## src/rtl/tsv_pkg.sv

```systemverilog
// Package with shared types, constants and helpers of the SYN-ACK verifier.
package tsv_pkg;

    localparam int TableEntries = 16384;
    localparam int TableWays    = 4;
    localparam int Sets         = TableEntries / TableWays;
    localparam int SetW         = $clog2(Sets);
    localparam int WayW         = (TableWays > 1) ? $clog2(TableWays) : 1;
    localparam int RankW        = (TableWays > 1) ? $clog2(TableWays) : 1;
    localparam logic [63:0] TtlReset = 64'd60000000000;

    typedef enum logic [2:0] {
        EV_PARSE_FAIL  = 3'd0,
        EV_OTHER_TCP   = 3'd1,
        EV_SYN_STORED  = 3'd2,
        EV_VERIFIED    = 3'd3,
        EV_UNSOLICITED = 3'd4,
        EV_STALE       = 3'd5
    } event_t;

    typedef enum logic [1:0] {
        OP_PASS   = 2'd0,
        OP_STORE  = 2'd1,
        OP_LOOKUP = 2'd2
    } op_t;

    // Work handed from the classifier to the table engine.
    typedef struct packed {
        op_t         op;
        event_t      ev;
        logic [63:0] addrs;
        logic [31:0] ports;
        logic [63:0] now;
    } cmd_t;

    typedef struct packed {
        logic       verdict;
        logic [2:0] event_res;
    } res_t;

    typedef struct packed {
        logic [63:0]      addrs;
        logic [31:0]      ports;
        logic [63:0]      stamp;
        logic             valid;
        logic [RankW-1:0] rank;
    } way_t;

    // Set index: 32-bit XOR fold modulo the number of sets.
    function automatic logic [SetW-1:0] set_index(input logic [63:0] addrs,
                                                  input logic [31:0] ports);
        logic [31:0] x;
        x = addrs[63:32] ^ addrs[31:0] ^ ports;
        return SetW'(x % 32'(Sets));
    endfunction

endpackage

```

## src/rtl/tsv_if.sv

```systemverilog
// Valid/ready channel interfaces for packet headers and verdicts.
interface tsv_in_if (input logic clk);
    logic        valid;
    logic        ready;
    logic [15:0] ether_type;
    logic [3:0]  ip_version;
    logic [7:0]  ip_protocol;
    logic [3:0]  ip_header_words;
    logic [3:0]  tcp_header_words;
    logic [15:0] frame_length;
    logic [31:0] source_address;
    logic [31:0] destination_address;
    logic [15:0] source_port;
    logic [15:0] destination_port;
    logic [7:0]  tcp_flags;
    logic [63:0] arrival_time;
    modport source (input clk, output valid, input ready, output ether_type, ip_version,
        ip_protocol, ip_header_words, tcp_header_words, frame_length, source_address,
        destination_address, source_port, destination_port, tcp_flags, arrival_time);
    modport sink (input clk, input valid, output ready, input ether_type, ip_version,
        ip_protocol, ip_header_words, tcp_header_words, frame_length, source_address,
        destination_address, source_port, destination_port, tcp_flags, arrival_time);
endinterface


```

## src/rtl/tsv_front.sv

```systemverilog
// Header checker and classifier feeding a two-entry command queue.
module tsv_front
    import tsv_pkg::*;
(
    input  logic        clk,
    input  logic        rst_n,
    tsv_in_if.sink      in_ch,
    output logic        cmd_valid,
    input  logic        cmd_ready,
    output cmd_t        cmd
);
    cmd_t       q_reg [2];
    logic       rd_ptr_reg, rd_ptr_next;
    logic       wr_ptr_reg, wr_ptr_next;
    logic [1:0] cnt_reg, cnt_next;
    logic       push, pop;
    logic       ok, syn, ack;
    logic [17:0] ihl, doff, len;
    cmd_t       c;

    always_comb
    begin
        len  = {2'b0, in_ch.frame_length};
        ihl  = {12'b0, in_ch.ip_header_words, 2'b0};
        doff = {12'b0, in_ch.tcp_header_words, 2'b0};
        ok = (in_ch.ether_type == 16'h0800) && (in_ch.ip_version == 4'd4)
            && (in_ch.ip_protocol == 8'd6) && (len >= 18'd34)
            && (ihl >= 18'd20) && (doff >= 18'd20)
            && (18'd14 + ihl + 18'd20 <= len) && (18'd14 + ihl + doff <= len);
        syn = in_ch.tcp_flags[1];
        ack = in_ch.tcp_flags[4];
        c.now = in_ch.arrival_time;
        if (!ok)
        begin
            c.op = OP_PASS; c.ev = EV_PARSE_FAIL;
        end
        else if (syn && !ack)
        begin
            c.op = OP_STORE; c.ev = EV_SYN_STORED;
        end
        else if (syn && ack)
        begin
            c.op = OP_LOOKUP; c.ev = EV_UNSOLICITED;
        end
        else
        begin
            c.op = OP_PASS; c.ev = EV_OTHER_TCP;
        end
        if (c.op == OP_LOOKUP)
        begin
            c.addrs = {in_ch.destination_address, in_ch.source_address};
            c.ports = {in_ch.destination_port, in_ch.source_port};
        end
        else
        begin
            c.addrs = {in_ch.source_address, in_ch.destination_address};
            c.ports = {in_ch.source_port, in_ch.destination_port};
        end
    end

    assign in_ch.ready = (cnt_reg != 2'd2);
    assign push = in_ch.valid && in_ch.ready;
    assign cmd_valid = (cnt_reg != 2'd0);
    assign pop = cmd_valid && cmd_ready;
    assign cmd = q_reg[rd_ptr_reg];

    always_comb
    begin
        rd_ptr_next = rd_ptr_reg ^ pop;
        wr_ptr_next = wr_ptr_reg ^ push;
        cnt_next = cnt_reg + {1'b0, push} - {1'b0, pop};
    end

    always_ff @(posedge clk or negedge rst_n)
    begin
        if (!rst_n)
        begin
            rd_ptr_reg <= 1'b0;
            wr_ptr_reg <= 1'b0;
            cnt_reg    <= 2'd0;
        end
        else
        begin
            rd_ptr_reg <= rd_ptr_next;
            wr_ptr_reg <= wr_ptr_next;
            cnt_reg    <= cnt_next;
        end
    end

    always_ff @(posedge clk)
    begin
        if (push)
        begin
            q_reg[wr_ptr_reg] <= c;
        end
    end
endmodule

```

## src/flat_wrapper.sv

```systemverilog
// flat-port wrapper written by rule: the top's interface ports become plain ports
module tsv_front_flat import tsv_pkg::*;
  (clk, rst_n, cmd_valid, cmd_ready, cmd, in_ch_valid, in_ch_ready, in_ch_ether_type, in_ch_ip_version, in_ch_ip_protocol, in_ch_ip_header_words, in_ch_tcp_header_words, in_ch_frame_length, in_ch_source_address, in_ch_destination_address, in_ch_source_port, in_ch_destination_port, in_ch_tcp_flags, in_ch_arrival_time);
  tsv_in_if in_ch_i (.clk(clk));
  input  logic clk;
  input  logic rst_n;
  output logic cmd_valid;
  input  logic cmd_ready;
  output cmd_t cmd;
  input wire logic [$bits(in_ch_i.valid)-1:0] in_ch_valid;
  output wire logic [$bits(in_ch_i.ready)-1:0] in_ch_ready;
  input wire logic [$bits(in_ch_i.ether_type)-1:0] in_ch_ether_type;
  input wire logic [$bits(in_ch_i.ip_version)-1:0] in_ch_ip_version;
  input wire logic [$bits(in_ch_i.ip_protocol)-1:0] in_ch_ip_protocol;
  input wire logic [$bits(in_ch_i.ip_header_words)-1:0] in_ch_ip_header_words;
  input wire logic [$bits(in_ch_i.tcp_header_words)-1:0] in_ch_tcp_header_words;
  input wire logic [$bits(in_ch_i.frame_length)-1:0] in_ch_frame_length;
  input wire logic [$bits(in_ch_i.source_address)-1:0] in_ch_source_address;
  input wire logic [$bits(in_ch_i.destination_address)-1:0] in_ch_destination_address;
  input wire logic [$bits(in_ch_i.source_port)-1:0] in_ch_source_port;
  input wire logic [$bits(in_ch_i.destination_port)-1:0] in_ch_destination_port;
  input wire logic [$bits(in_ch_i.tcp_flags)-1:0] in_ch_tcp_flags;
  input wire logic [$bits(in_ch_i.arrival_time)-1:0] in_ch_arrival_time;
  assign in_ch_i.valid = in_ch_valid;
  assign in_ch_ready = in_ch_i.ready;
  assign in_ch_i.ether_type = in_ch_ether_type;
  assign in_ch_i.ip_version = in_ch_ip_version;
  assign in_ch_i.ip_protocol = in_ch_ip_protocol;
  assign in_ch_i.ip_header_words = in_ch_ip_header_words;
  assign in_ch_i.tcp_header_words = in_ch_tcp_header_words;
  assign in_ch_i.frame_length = in_ch_frame_length;
  assign in_ch_i.source_address = in_ch_source_address;
  assign in_ch_i.destination_address = in_ch_destination_address;
  assign in_ch_i.source_port = in_ch_source_port;
  assign in_ch_i.destination_port = in_ch_destination_port;
  assign in_ch_i.tcp_flags = in_ch_tcp_flags;
  assign in_ch_i.arrival_time = in_ch_arrival_time;
  tsv_front u_core (.clk(clk), .rst_n(rst_n), .in_ch(in_ch_i), .cmd_valid(cmd_valid), .cmd_ready(cmd_ready), .cmd(cmd));
endmodule
```

## config.mk

```make
export PLATFORM = sky130hd
export DESIGN_NAME = tsv_front_flat
export DESIGN_NICKNAME = d
export VERILOG_FILES = /design/src/rtl/tsv_pkg.sv /design/src/rtl/tsv_if.sv /design/src/rtl/tsv_front.sv /design/src/flat_wrapper.sv
export SDC_FILE = /design/constraint.sdc
export NUM_CORES = 1
export LEC_CHECK = 0
export ABC_AREA = 0
export BUFFER_PORTS_ARGS = -buffer_cell sky130_fd_sc_hd__buf_2
export CAP_MARGIN = 15
export CORE_MARGIN = 2
export CORE_UTILIZATION = 25
export DETAILED_ROUTE_END_ITERATION = 7
export MAX_ROUTING_LAYER = met4
export SLEW_MARGIN = 20
export SYNTH_ARGS = -nofsm -noshare
export SYNTH_HDL_FRONTEND = slang
export SYNTH_SLANG_ARGS = --single-unit
```

## constraint.sdc

```tcl
create_clock -name clk -period 6.6 [get_ports clk]
set_input_delay 1.32 -clock clk [delete_from_list [all_inputs] [get_ports clk]]
set_output_delay 1.32 -clock clk [all_outputs]
set_load 0.005 [all_outputs]
```

==> results of run 1 <==
## stage by stage
step / std cells / utilization [%] / hold slack [ps]
after floorplan: 735 / - / 459.0
after global placement: 1802 / 30.24 / 474.9
after detailed placement: 1802 / 30.24 / 480.1
after CTS: 1868 / 32.36 / 492.1
after global routing: 1873 / 32.38 / 531.4
final: 1873 / 32.38 / 491.2
## worst max path at each step
stage                             startpoint              endpoint  slack, ps  depth (start not counted)
finish              in_ch_ip_header_words[0]  u_core.q_reg[1][120]       1680                         16
global route        in_ch_ip_header_words[0]  u_core.q_reg[0][139]       1260                         17
CTS                 in_ch_ip_header_words[0]  u_core.q_reg[0][153]       1690                         17
detailed placement  in_ch_ip_header_words[0]  u_core.q_reg[0][124]       1110                         17
global placement    in_ch_ip_header_words[0]  u_core.q_reg[0][124]       1160                         17
floorplan                        in_ch_valid    u_core.q_reg[1][0]        790                          2
## report_power, final
part	internal [uW]	switching, uW	leakage [uW]
registers	2870	113	0.00307
clock network	1160	816	0.000565
logic	915	999	0.00296
## cell families (layout without fill, tap and decap cells)
kind of cell             count (synthesis)  count (layout)  share of synthesized area [%]
flip-flops                             330             330                          71.49
adder cells (fa/ha/maj)                 24              24                          2.225
AND/OR/NAND/NOR                         35              35                          1.565
buffers and inverters                   50             479                          1.728
XOR/XNOR                                10              10                         0.6331
other                                    0               5                              0
multiplexers                           259             259                          21.08
AO/OA/AOI/OAI                           27              27                          1.275
## synthesized netlist by cell type
cell,number
a2111oi_0,1
a2111oi_2,1
a21o_1,1
a21oi_1,12
a41oi_1,1
and2_1,3
buf_2,5
buf_4,2
buf_6,5
clkbuf_1,19
dfrtp_1,4
edfxtp_1,326
fa_1,1
ha_1,23
inv_1,19
mux2_1,40
mux2_2,219
nand2_1,8
nand2b_1,1
nand3_1,2
nand3b_1,1
nand4_1,3
nor2_1,1
nor3_1,2
nor3_4,1
nor4_1,6
nor4b_1,3
nor4bb_1,1
o211ai_1,4
o21ai_0,6
o41ai_2,1
or2_2,1
or4_1,2
xnor2_1,6
xor2_1,4
## layer usage
layer	vias to the layer above	part of all wire (%)	track usage (%)
met1	3860	39	11.73
li1	3705	-	-
met4	0	2.4	3.902
met3	42	8.0	3.769
met5	-	0	-
met2	258	50	18.28
## cell type report
type / count / area share [%]
antenna: 5 / 0.07041
clock inverter: 20 / 1.127
multi-input combinational: 355 / 20.99
tap: 704 / 4.957
timing repair buffer: 394 / 11.38
clock buffer: 46 / 5.401
inverter: 19 / 0.4014
sequential: 330 / 55.68
==> out/qor.csv, run 1 <==
stage,metric,value,unit
status,status,"complete, no violations",
clock_network,clockBufferDepth,3,
cells_and_area,final_common_cell,buf_2,
sta,rsz0062_at_grt,false,
yosys,ys_seq_area_share,71.49,%
global_routing,grt_use_total,10.80,%
critical_path,crit_path_max_fanout,34,
critical_path,r2r_end,u_core.q_reg[0][106],
place,place_congestion,0.7764,
cells_and_area,largest_register_ffs,326,
yosys,yosys_register_bits,330,
cells_and_area,nNetsFinal,1385,
drt,vias,7865,
yosys,syn_nets,983,
critical_path,critical_path_class,input pin to flip-flop,
critical_path,cp_common_cell,ha_1,
cells_and_area,final_cell_mix,"buf_2, edfxtp_1, mux2_2",
drt,route.detailed.drc,0,
power_and_ir_drop,leakagePower,0.006603,uW
sta,min_period_over_period,74.55,%
sta,min_period,4920,ps
drt,drt_iter0_drc,266,
floorplan,initial_core_util,25.21,%
yosys,synth_largest_area_cell,edfxtp_1,
critical_path,cp_top_family,adder cells,
power_and_ir_drop,ir_drop,212.9,uV
cells_and_area,syn2layout_area_growth,28.45,%
clock_network,cts.htree.levels,2,
sta,tns,0,ps
floorplan,die_h,239.2,um
hold_path,hold_depth,1,
critical_path,critical-path-max-stage-delay,460,ps
clock_network,cts_tree,done,
sta,drv_slew,0,
critical_path,cp-start-kind,input pin,
yosys,synthesis.area,13830,sq um
floorplan,design.die.area,57230,sq um
critical_path,reg2reg_slack,4040,ps
yosys,synth_top_area_share,70.77,%
critical_path,worstPathArrival,5180,ps
critical_path,reg2reg_from,u_core.cnt_reg[1],
global_routing,grt_pass1_vias,8208,
sta,hold_viol,0,
floorplan,die_w,239.2,um
hold_path,worstHoldStart,u_core.cnt_reg[1],
sta,worst_pin_slew,906.3,ps
critical_path,cp_num_buf_inv,3,
power_and_ir_drop,p_total,6868,uW
yosys,synth_area_leaders,"edfxtp_1, mux2_2, mux2_1, ha_1, dfrtp_1",
cells_and_area,ff_latch_area,9893,sq um
floorplan,core_area,54880,sq um
place,dpl_cell_area,16600,sq um
cells_and_area,multiInputGateArea,3730,sq um
floorplan,pin_count,391,
cells_and_area,finalInstanceArea,17770,sq um
place,post-place-ws,1108,ps
hold_path,min_to,u_core.cnt_reg[1],
global_routing,antenna_found_initial,5,
cells_and_area,drive_above_1_share,57.65,%
clock_network,cts_setup_buffers,0,
sta,finalSetupViolations,0,
clock_network,clock_latency,540,ps
clock_network,clock-root-buffer,clkbuf_16,
place,hpwl,21540,um
drt,wl_per_cell,16.70,um
yosys,synthCells,735,
hold_path,min_path_type,flip-flop to flip-flop,
place,portBuffers,384,
sta,setup_slack,1680,ps
drt,post_drt_via_cell_ratio,4.199,
floorplan,placementRows,86,
critical_path,crit_required,6860,ps
global_routing,grt-ovfl-total,0,
global_routing,grt_first_pass_wirelength,46040,um
drt,drt-total-wl,31280,um
cells_and_area,nFillCells,5410,
yosys,ys_warn_count,0,
critical_path,cpMaxStageDelayCell,buf_4,
drt,final_antenna_net_count,0,
sta,fin_skew,18.34,ps
critical_path,reg2regPathDepth,4,
sta,max-slew-margin-rel,39.58,%
clock_network,cts_resized,0,
yosys,avgSynthCellArea,18.82,sq um
yosys,synth.distinct_cells,35,
clock_network,clock-sinks,330,
clock_network,cts_hold_buf,0,
drt,drt_first_pass_iters,4,
job,drv_cap,0,
clock_network,cts_buffers,37,
global_routing,grt_max_degree,92,
critical_path,end_kind,flip-flop,
clock_network,clk_pin_slew,60,ps
power_and_ir_drop,p_per_area,386.5,nW/um^2
sta,max_freq,203.2,MHz
critical_path,crit_chain,"buf_2, inv_1, ha_1, xnor2_1, ha_1, a21o_1, a21oi_1, xor2_1, ha_1, nand4_1, or4_1, o211ai_1, a21oi_1, nor3_4, buf_4, mux2_1",
(Power assumes the default switching activity.)
==> run 2: changes to the inputs <==
--- a/config.mk
+++ b/config.mk
@@ -5,7 +5,7 @@
 export SDC_FILE = /design/constraint.sdc
 export NUM_CORES = 1
 export LEC_CHECK = 0
-export ABC_AREA = 0
+export ABC_AREA = 1
 export BUFFER_PORTS_ARGS = -buffer_cell sky130_fd_sc_hd__buf_2
 export CAP_MARGIN = 15
 export CORE_MARGIN = 2
==> constraint.sdc (replaced) <==
create_clock -name clk -period 4.4 [get_ports clk]
set_input_delay 0.88 -clock clk [delete_from_list [all_inputs] [get_ports clk]]
set_output_delay 0.88 -clock clk [all_outputs]
set_load 0.005 [all_outputs]
==> run 2 against run 1 <==
Against the previous run: global-route usage increased by 2.4 points; routed wire length increased by 23%; via count up 35%; setup slack got worse by 1000 ps; clock skew is 2.1 ps lower; synthesized cell count rose by 84%; count of clock-buffer cells in the layout down 1; total power grew 61%; hold slack worse by 350 ps; final area grew 3.5%; first-iteration DRC count increased by 52%.
==> out/qor.csv, run 2 <==
stage,metric,value,unit,change
sta,tns,0,ps,unchanged
power_and_ir_drop,power_frac_clock,28.8,%,was 28.7%
clock_network,cts.htree.levels,2,,unchanged
floorplan,die_w,242.6,um,was 239.2 um
clock_network,cts_hold_buf,0,,unchanged
cells_and_area,largest_register_ffs,326,,unchanged
cells_and_area,syn2layout_area_growth,29.26,%,was 28.45%
yosys,async_flop_share,1.212,%,unchanged
yosys,avgSynthCellArea,10.51,sq um,was 18.82 sq um
job,drv_cap,0,,unchanged
critical_path,crit_path_max_fanout,34,,unchanged
drt,post_drt_via_cell_ratio,4.187,,was 4.199
critical_path,worstPathArrival,4140,ps,was 5180 ps
power_and_ir_drop,p_per_area,599.6,nW/um^2,was 386.5 nW/um^2
yosys,ys_seq_area_share,69.50,%,was 71.49%
yosys,syn_nets,1602,,was 983
critical_path,r2r_end,u_core.q_reg[0][3],,was u_core.q_reg[0][106]
sta,min_period_over_period,85.18,%,
floorplan,placementRows,87,,was 86
yosys,synth_top_family_by_area,simple AND/OR/NAND/NOR gates,,was multiplexers
global_routing,grt-ovfl-total,0,,unchanged
yosys,synth_fa_ha_area_share,2.163,%,was 2.225%
sta,min_period,3748,ps,
global_routing,antenna_found_initial,10,,was 5
yosys,yosys_register_bits,330,,unchanged
critical_path,crit_required,4790,ps,was 6860 ps
yosys,synth.most_common_cell,nand2_1,,was edfxtp_1
sta,holdWs,138.9,ps,was 491.2 ps
global_routing,grt_pass1_vias,10370,,was 8208
floorplan,die_h,242.6,um,was 239.2 um
yosys,synthMuxAreaShare,0,%,was 21.08%
status,status,"complete, no violations",,unchanged
yosys,synth_edf_count,326,,unchanged
drt,dr_wl_met3,3356,um,was 2510 um
cells_and_area,fin_util,32.62,%,was 32.38%
global_routing,grt_max_degree,164,,was 92
clock_network,cts_resized,0,,unchanged
drt,route.detailed.drc,0,,unchanged
yosys,synth_top_area_share,68.79,%,was 70.77%
yosys,synthCells,1354,,was 735
clock_network,clock_latency,540,ps,about the same
drt,vias,10590,,was 7865
critical_path,reg2reg_slack,1820,ps,was 4040 ps
hold_path,min_path_type,input pin to async pin,,was flip-flop to flip-flop
drt,wl_per_cell,15.18,um,was 16.70 um
yosys,ys_warn_count,0,,unchanged
sta,fin_skew,16.25,ps,was 18.34 ps
floorplan,pin_count,391,,unchanged
cells_and_area,nNetsFinal,1983,,was 1385
yosys,synth_compound_area_share,0.3693,%,was 1.275%
critical_path,reg2reg_from,u_core.cnt_reg[1],,unchanged
place,place_congestion,0.8339,,was 0.7764
clock_network,cts_tree,done,,unchanged
power_and_ir_drop,seqPwrFrac,40.4,%,was 43.4%
yosys,synth_largest_area_cell,edfxtp_1,,unchanged
place,dpl_cell_area,17120,sq um,was 16600 sq um
clock_network,clock-sinks,330,,unchanged
clock_network,clock-root-buffer,clkbuf_16,,unchanged
yosys,synth-xor-area-share,0.6155,%,was 0.6331%
cells_and_area,nFillCells,5785,,was 5410
yosys,synthTopCellsByCount,"nand2_1, edfxtp_1, nand3_1",,"was edfxtp_1, mux2_2, mux2_1"
floorplan,design.die.area,58850,sq um,was 57230 sq um
global_routing,grt_first_pass_wirelength,58410,um,was 46040 um
sta,finalSetupViolations,0,,unchanged
yosys,synth_area_leaders,"edfxtp_1, nand2_1, nand3_1, ha_1, clkbuf_1",,"was edfxtp_1, mux2_2, mux2_1, ha_1, dfrtp_1"
floorplan,core_area,56390,sq um,was 54880 sq um
drt,drt-total-wl,38380,um,was 31280 um
global_routing,grt_use_total,13.16,%,was 10.80%
yosys,synthesis.area,14230,sq um,was 13830 sq um
yosys,ys.flop_type,edfxtp_1,,unchanged
clock_network,clk_pin_slew,60,ps,about the same
power_and_ir_drop,p_int,7408,uW,was 4940 uW
cells_and_area,final_common_cell,nand2_1,,was buf_2
sta,rsz0062_at_grt,false,,unchanged
power_and_ir_drop,combPwrFrac,30.8,%,was 27.9%
sta,max_freq,266.8,MHz,
drt,drt_first_pass_iters,5,,was 4
critical_path,end_kind,flip-flop,,unchanged
power_and_ir_drop,power_switching,3621,uW,was 1928 uW
critical_path,cp-start-kind,input pin,,unchanged
place,hpwl,25480,um,was 21540 um
sta,drv_slew,0,,unchanged
clock_network,clockBufferDepth,3,,unchanged
drt,top_layer,met4,,unchanged
sta,worst_pin_slew,1001,ps,was 906.3 ps
drt,drt-met1-wl,15550,um,was 12330 um
power_and_ir_drop,ir_drop,383.3,uV,was 212.9 uV
drt,drt_iter0_drc,405,,was 266
drt,wl_met2,18660,um,was 15680 um
critical_path,reg2regPathDepth,3,,was 4
clock_network,cts_buffers,39,,was 37
yosys,synthSimpleGateAreaFrac,24.06,%,was 1.565%
clock_network,cts_setup_buffers,0,,unchanged
sta,hold_viol,0,,unchanged
drt,final_antenna_net_count,0,,unchanged
cells_and_area,finalInstanceArea,18390,sq um,was 17770 sq um
cells_and_area,drive_above_1_share,26.84,%,was 57.65%
power_and_ir_drop,swShare,32.83,%,was 28.07%
floorplan,initial_core_util,25.24,%,was 25.21%
sta,max-slew-margin-rel,33.28,%,was 39.58%
power_and_ir_drop,leakagePower,0.008257,uW,was 0.006603 uW
yosys,synth.distinct_cells,25,,was 35
cells_and_area,final_cell_mix,"nand2_1, buf_2, edfxtp_1",,"was buf_2, edfxtp_1, mux2_2"
critical_path,critical_path_class,input pin to flip-flop,,unchanged
place,portBuffers,384,,unchanged
## run 2: changes by cell type in the layout (fill, tap and decap cells not counted), sizes merged, moves of 4 or more
cell    delta
a21oi      -6
buf       +15
diode      +5
inv       +21
mux2     -259
nand2    +722
nand3    +102
nor2      +29
nor4       -6
o211ai     -4
## run 2: final cells by class
cell class / instances / area (sq um) / area share (%)
Sequential cell: 330 / 9893 / 53.79
Multi-Input combinational cell: 915 / 3901 / 21.21
Timing Repair Buffer: 409 / 2222 / 12.08
Clock buffer: 45 / 998.5 / 5.428
Tap cell: 756 / 945.9 / 5.143
Clock inverter: 23 / 251.5 / 1.367
Inverter: 40 / 156.4 / 0.8503
Antenna cell: 10 / 25.02 / 0.1360
## run 2: how the worst max path moves through the flow
| stage | start | end | slack [ps] | cells after the start |
|---|---|---|---|---|
| final | in_ch_ip_header_words[0] | u_core.q_reg[0][152] | 650 | 21 |
| after global routing | in_ch_ip_header_words[0] | u_core.q_reg[0][152] | 370 | 21 |
| after CTS | in_ch_ip_header_words[0] | u_core.q_reg[0][119] | 670 | 21 |
| after detailed placement | in_ch_ip_header_words[0] | u_core.q_reg[0][131] | 90 | 22 |
| after global placement | in_ch_ip_header_words[0] | u_core.q_reg[1][131] | 180 | 22 |
| after floorplan | in_ch_valid | u_core.q_reg[1][0] | -1170 | 2 |
## run 2: logic make-up (layout without fill, tap and decap cells)
kind of cell / count (synthesis) / count (layout)
and+or+nand+nor: 871 / 871
other: 0 / 10
AOI/OAI and AO/OA: 10 / 10
adders and majority gates: 24 / 24
DFF: 330 / 330
xor gates and xnor gates: 10 / 10
buffers and inverters: 109 / 517
## run 2: power by group through the flow
stage	logic, uW	clock network, uW	registers (uW)
3_5_place_dp	3510	0	4520
2_1_floorplan	1710	0	4610
4_1_cts	3520	3290	4460
5_1_grt	3850	3400	4510
3_3_place_gp	3470	0	4500
6_report	3390	3180	4450
## run 2: through the flow
step | std cells | power, uW | worst slack [ps]
floorplan | 1354 | 6325 | -1169
global placement | 2450 | 7969 | 178.9
detailed placement | 2450 | 8033 | 87.86
CTS | 2518 | 11270 | 665.8
global route | 2528 | 11770 | 368.8
finish | 2528 | 11030 | 651.9
## run 2: layer usage
layer  vias to the layer above  track usage (%)
li1                       5257                -
met4                         0            3.753
met1                      4968            15.25
met2                       309            21.50
met3                        51            4.721
met5                         -                -
## run 2: worst max-delay path, stage by stage
cell     delay [ps]
buf_2           150
inv_1            80
ha_1            220
xnor2_1         280
ha_1            310
nand3_1          90
nand3_1         100
a21oi_1         160
nor3_1           70
ha_1            290
nand2_1          70
nor2_1          160
nand2_1          80
nand2_1          60
inv_1            40
nand2_1          50
nand2_1         100
nor2_4          280
buf_4           390
nand3_1         120
nand2_1         130
==> run 3: changes to the inputs <==
--- a/config.mk
+++ b/config.mk
@@ -5,7 +5,7 @@
 export SDC_FILE = /design/constraint.sdc
 export NUM_CORES = 1
 export LEC_CHECK = 0
-export ABC_AREA = 1
+export ABC_AREA = 0
 export BUFFER_PORTS_ARGS = -buffer_cell sky130_fd_sc_hd__buf_2
 export CAP_MARGIN = 15
 export CORE_MARGIN = 2
==> run 3 against run 2 <==
Against the previous run: sequential share of layout area is 1.0 points higher; via count down 25%; fmax fell by 8.2%; first-iteration DRC count decreased by 44%.
==> out/qor.csv, run 3 (same netlist as run 1, synthesis figures left out) <==
stage,metric,value,unit,change
critical_path,crit_path_max_fanout,12,,was 34
drt,post_drt_via_cell_ratio,4.199,,was 4.187
clock_network,clock-sinks,330,,unchanged
sta,fin_skew,7.161,ps,was 16.25 ps
floorplan,placementRows,86,,was 87
global_routing,grt-ovfl-total,0,,unchanged
clock_network,cts_resized,0,,unchanged
drt,wl_per_cell,16.93,um,was 15.18 um
power_and_ir_drop,p_per_area,574.4,nW/um^2,was 599.6 nW/um^2
clock_network,clockBufferDepth,3,,unchanged
place,portBuffers,384,,unchanged
critical_path,crit_chain,"buf_2, inv_1, ha_1, fa_1, inv_1, a21o_1, a21oi_1, xor2_1, ha_1, nand4_1, or4_1, o211ai_1, a21oi_1, nor3_4, buf_12, buf_4, mux2_1",,"was buf_2, inv_1, ha_1, xnor2_1, ha_1, nand3_1, nand3_1, a21oi_1, nor3_1, ha_1, nand2_1, nor2_1, nand2_1, nand2_1, inv_1, nand2_1, nand2_1, nor2_4, buf_4, nand3_1, nand2_1"
clock_network,cts.htree.levels,2,,unchanged
floorplan,design.die.area,57230,sq um,was 58850 sq um
drt,drt_iter0_drc,225,,was 405
sta,max-slew-margin-rel,52.13,%,was 33.28%
cells_and_area,final_cell_mix,"buf_2, edfxtp_1, mux2_2",,"was nand2_1, buf_2, edfxtp_1"
floorplan,core_area,54880,sq um,was 56390 sq um
status,status,"complete, no violations",,unchanged
critical_path,critical-path-max-stage-delay,440,ps,was 390 ps
sta,worst_pin_slew,710.2,ps,was 1001 ps
sta,drv_slew,0,,unchanged
clock_network,cts_tree,done,,unchanged
cells_and_area,fin_util,32.89,%,was 32.62%
cells_and_area,drive_above_1_share,58.64,%,was 26.84%
clock_network,clock-root-buffer,clkbuf_16,,unchanged
critical_path,worstPathArrival,4350,ps,was 4140 ps
global_routing,grt_first_pass_wirelength,47290,um,was 58410 um
sta,rsz0062_at_grt,false,,unchanged
critical_path,cpMaxStageDelayCell,fa_1,,was buf_4
floorplan,initial_core_util,25.21,%,was 25.24%
floorplan,die_h,239.2,um,was 242.6 um
critical_path,critical_path_class,input pin to flip-flop,,unchanged
global_routing,grt_max_degree,69,,was 164
cells_and_area,syn2layout_area_growth,30.48,%,was 29.26%
sta,max_freq,244.8,MHz,was 266.8 MHz
clock_network,cts_setup_buffers,0,,unchanged
sta,finalSetupViolations,0,,unchanged
sta,holdWs,144.7,ps,was 138.9 ps
clock_network,clock_latency,530,ps,was 540 ps
sta,min_period,4085,ps,was 3748 ps
job,drv_cap,0,,unchanged
global_routing,grt_use_total,11.13,%,was 13.16%
drt,drt_first_pass_iters,6,,was 5
drt,final_antenna_net_count,0,,unchanged
floorplan,pin_count,391,,unchanged
place,hpwl,21990,um,was 25480 um
global_routing,antenna_found_initial,2,,was 10
drt,drt-total-wl,32040,um,was 38380 um
place,place_congestion,0.7370,,was 0.8339
power_and_ir_drop,p_total,10370,uW,was 11030 uW
drt,vias,7948,,was 10590
cells_and_area,final_common_cell,buf_2,,was nand2_1
cells_and_area,largest_register_ffs,326,,unchanged
clock_network,clk_pin_slew,60,ps,about the same
sta,hold_viol,0,,unchanged
power_and_ir_drop,leakagePower,0.006752,uW,was 0.008257 uW
clock_network,cts_buffers,37,,was 39
cells_and_area,nNetsFinal,1410,,was 1983
critical_path,end_kind,flip-flop,,unchanged
global_routing,grt_pass1_vias,8483,,was 10370
cells_and_area,nFillCells,5332,,was 5785
clock_network,cts_hold_buf,0,,unchanged
floorplan,die_w,239.2,um,was 242.6 um
sta,min_period_over_period,92.84,%,was 85.18%
critical_path,cp-start-kind,input pin,,unchanged
hold_path,min_path_type,input pin to async pin,,unchanged
power_and_ir_drop,ir_drop,271.2,uV,was 383.3 uV
drt,route.detailed.drc,0,,unchanged
critical_path,crit_required,4670,ps,was 4790 ps
-- run 3: worst paths after layout --
check	from	end	slack (ps)	cells after the start
hold / removal	rst_n	u_core.wr_ptr_reg	140	1
min in group clk	u_core.cnt_reg[1]	u_core.cnt_reg[1]	490	1
setup / recovery	in_ch_ip_header_words[0]	u_core.q_reg[0][131]	320	17
setup reg to reg	u_core.cnt_reg[1]	u_core.q_reg[0][116]	2180	4
max in group asynchronous	rst_n	u_core.rd_ptr_reg	4120	1
hold reg to reg	u_core.cnt_reg[1]	u_core.cnt_reg[1]	490	1
-- run 3: layer usage --
metal  global-route usage, %  wire length, um  vias up
li1                        -                -     3745
met1                   11.81            12530     3912
met2                   19.44            16280      236
met3                   3.653             2457       55
met4                   3.769              784        0
met5                       -                0        -
-- run 3: worst max-delay path: cells and delay by family --
kind,cells,cell delay (ps)
and+or+nand+nor,3,820
adders and majority gates,3,1110
buffers and inverters,5,580
xor gates and xnor gates,1,150
AOI/OAI and AO/OA,4,440
muxes,1,360
-- run 3: per-stage QoR --
step	instances	cell area, sq um	TNS (ps)	setup WS (ps)
CTS	1891	18040	0	345.2
global route	1893	18050	0	35.28
finish	1893	18050	0	315.0
detailed placement	1827	16900	-32930	-229.4
floorplan	735	13830	-316970	-972.3
global placement	1827	16900	-38320	-256.9
-- run 3: final cells by class --
class / instances / area, sq um / area share [%]
clock inverter: 21 / 156.4 / 0.8665
inverter: 19 / 71.32 / 0.3951
tap: 704 / 880.8 / 4.880
antenna: 2 / 5.005 / 0.02773
timing repair buffer: 419 / 2322 / 12.87
clock buffer: 43 / 991.0 / 5.490
multi-input combinational: 355 / 3730 / 20.66
sequential: 330 / 9893 / 54.81
-- run 3: where the power goes --
group | internal, uW | switching (uW) | total (uW)
Clock | 1720 | 1220 | 2940
Sequential | 4290 | 226 | 4520
Combinational | 1440 | 1470 | 2900
Total | 7460 | 2910 | 10400
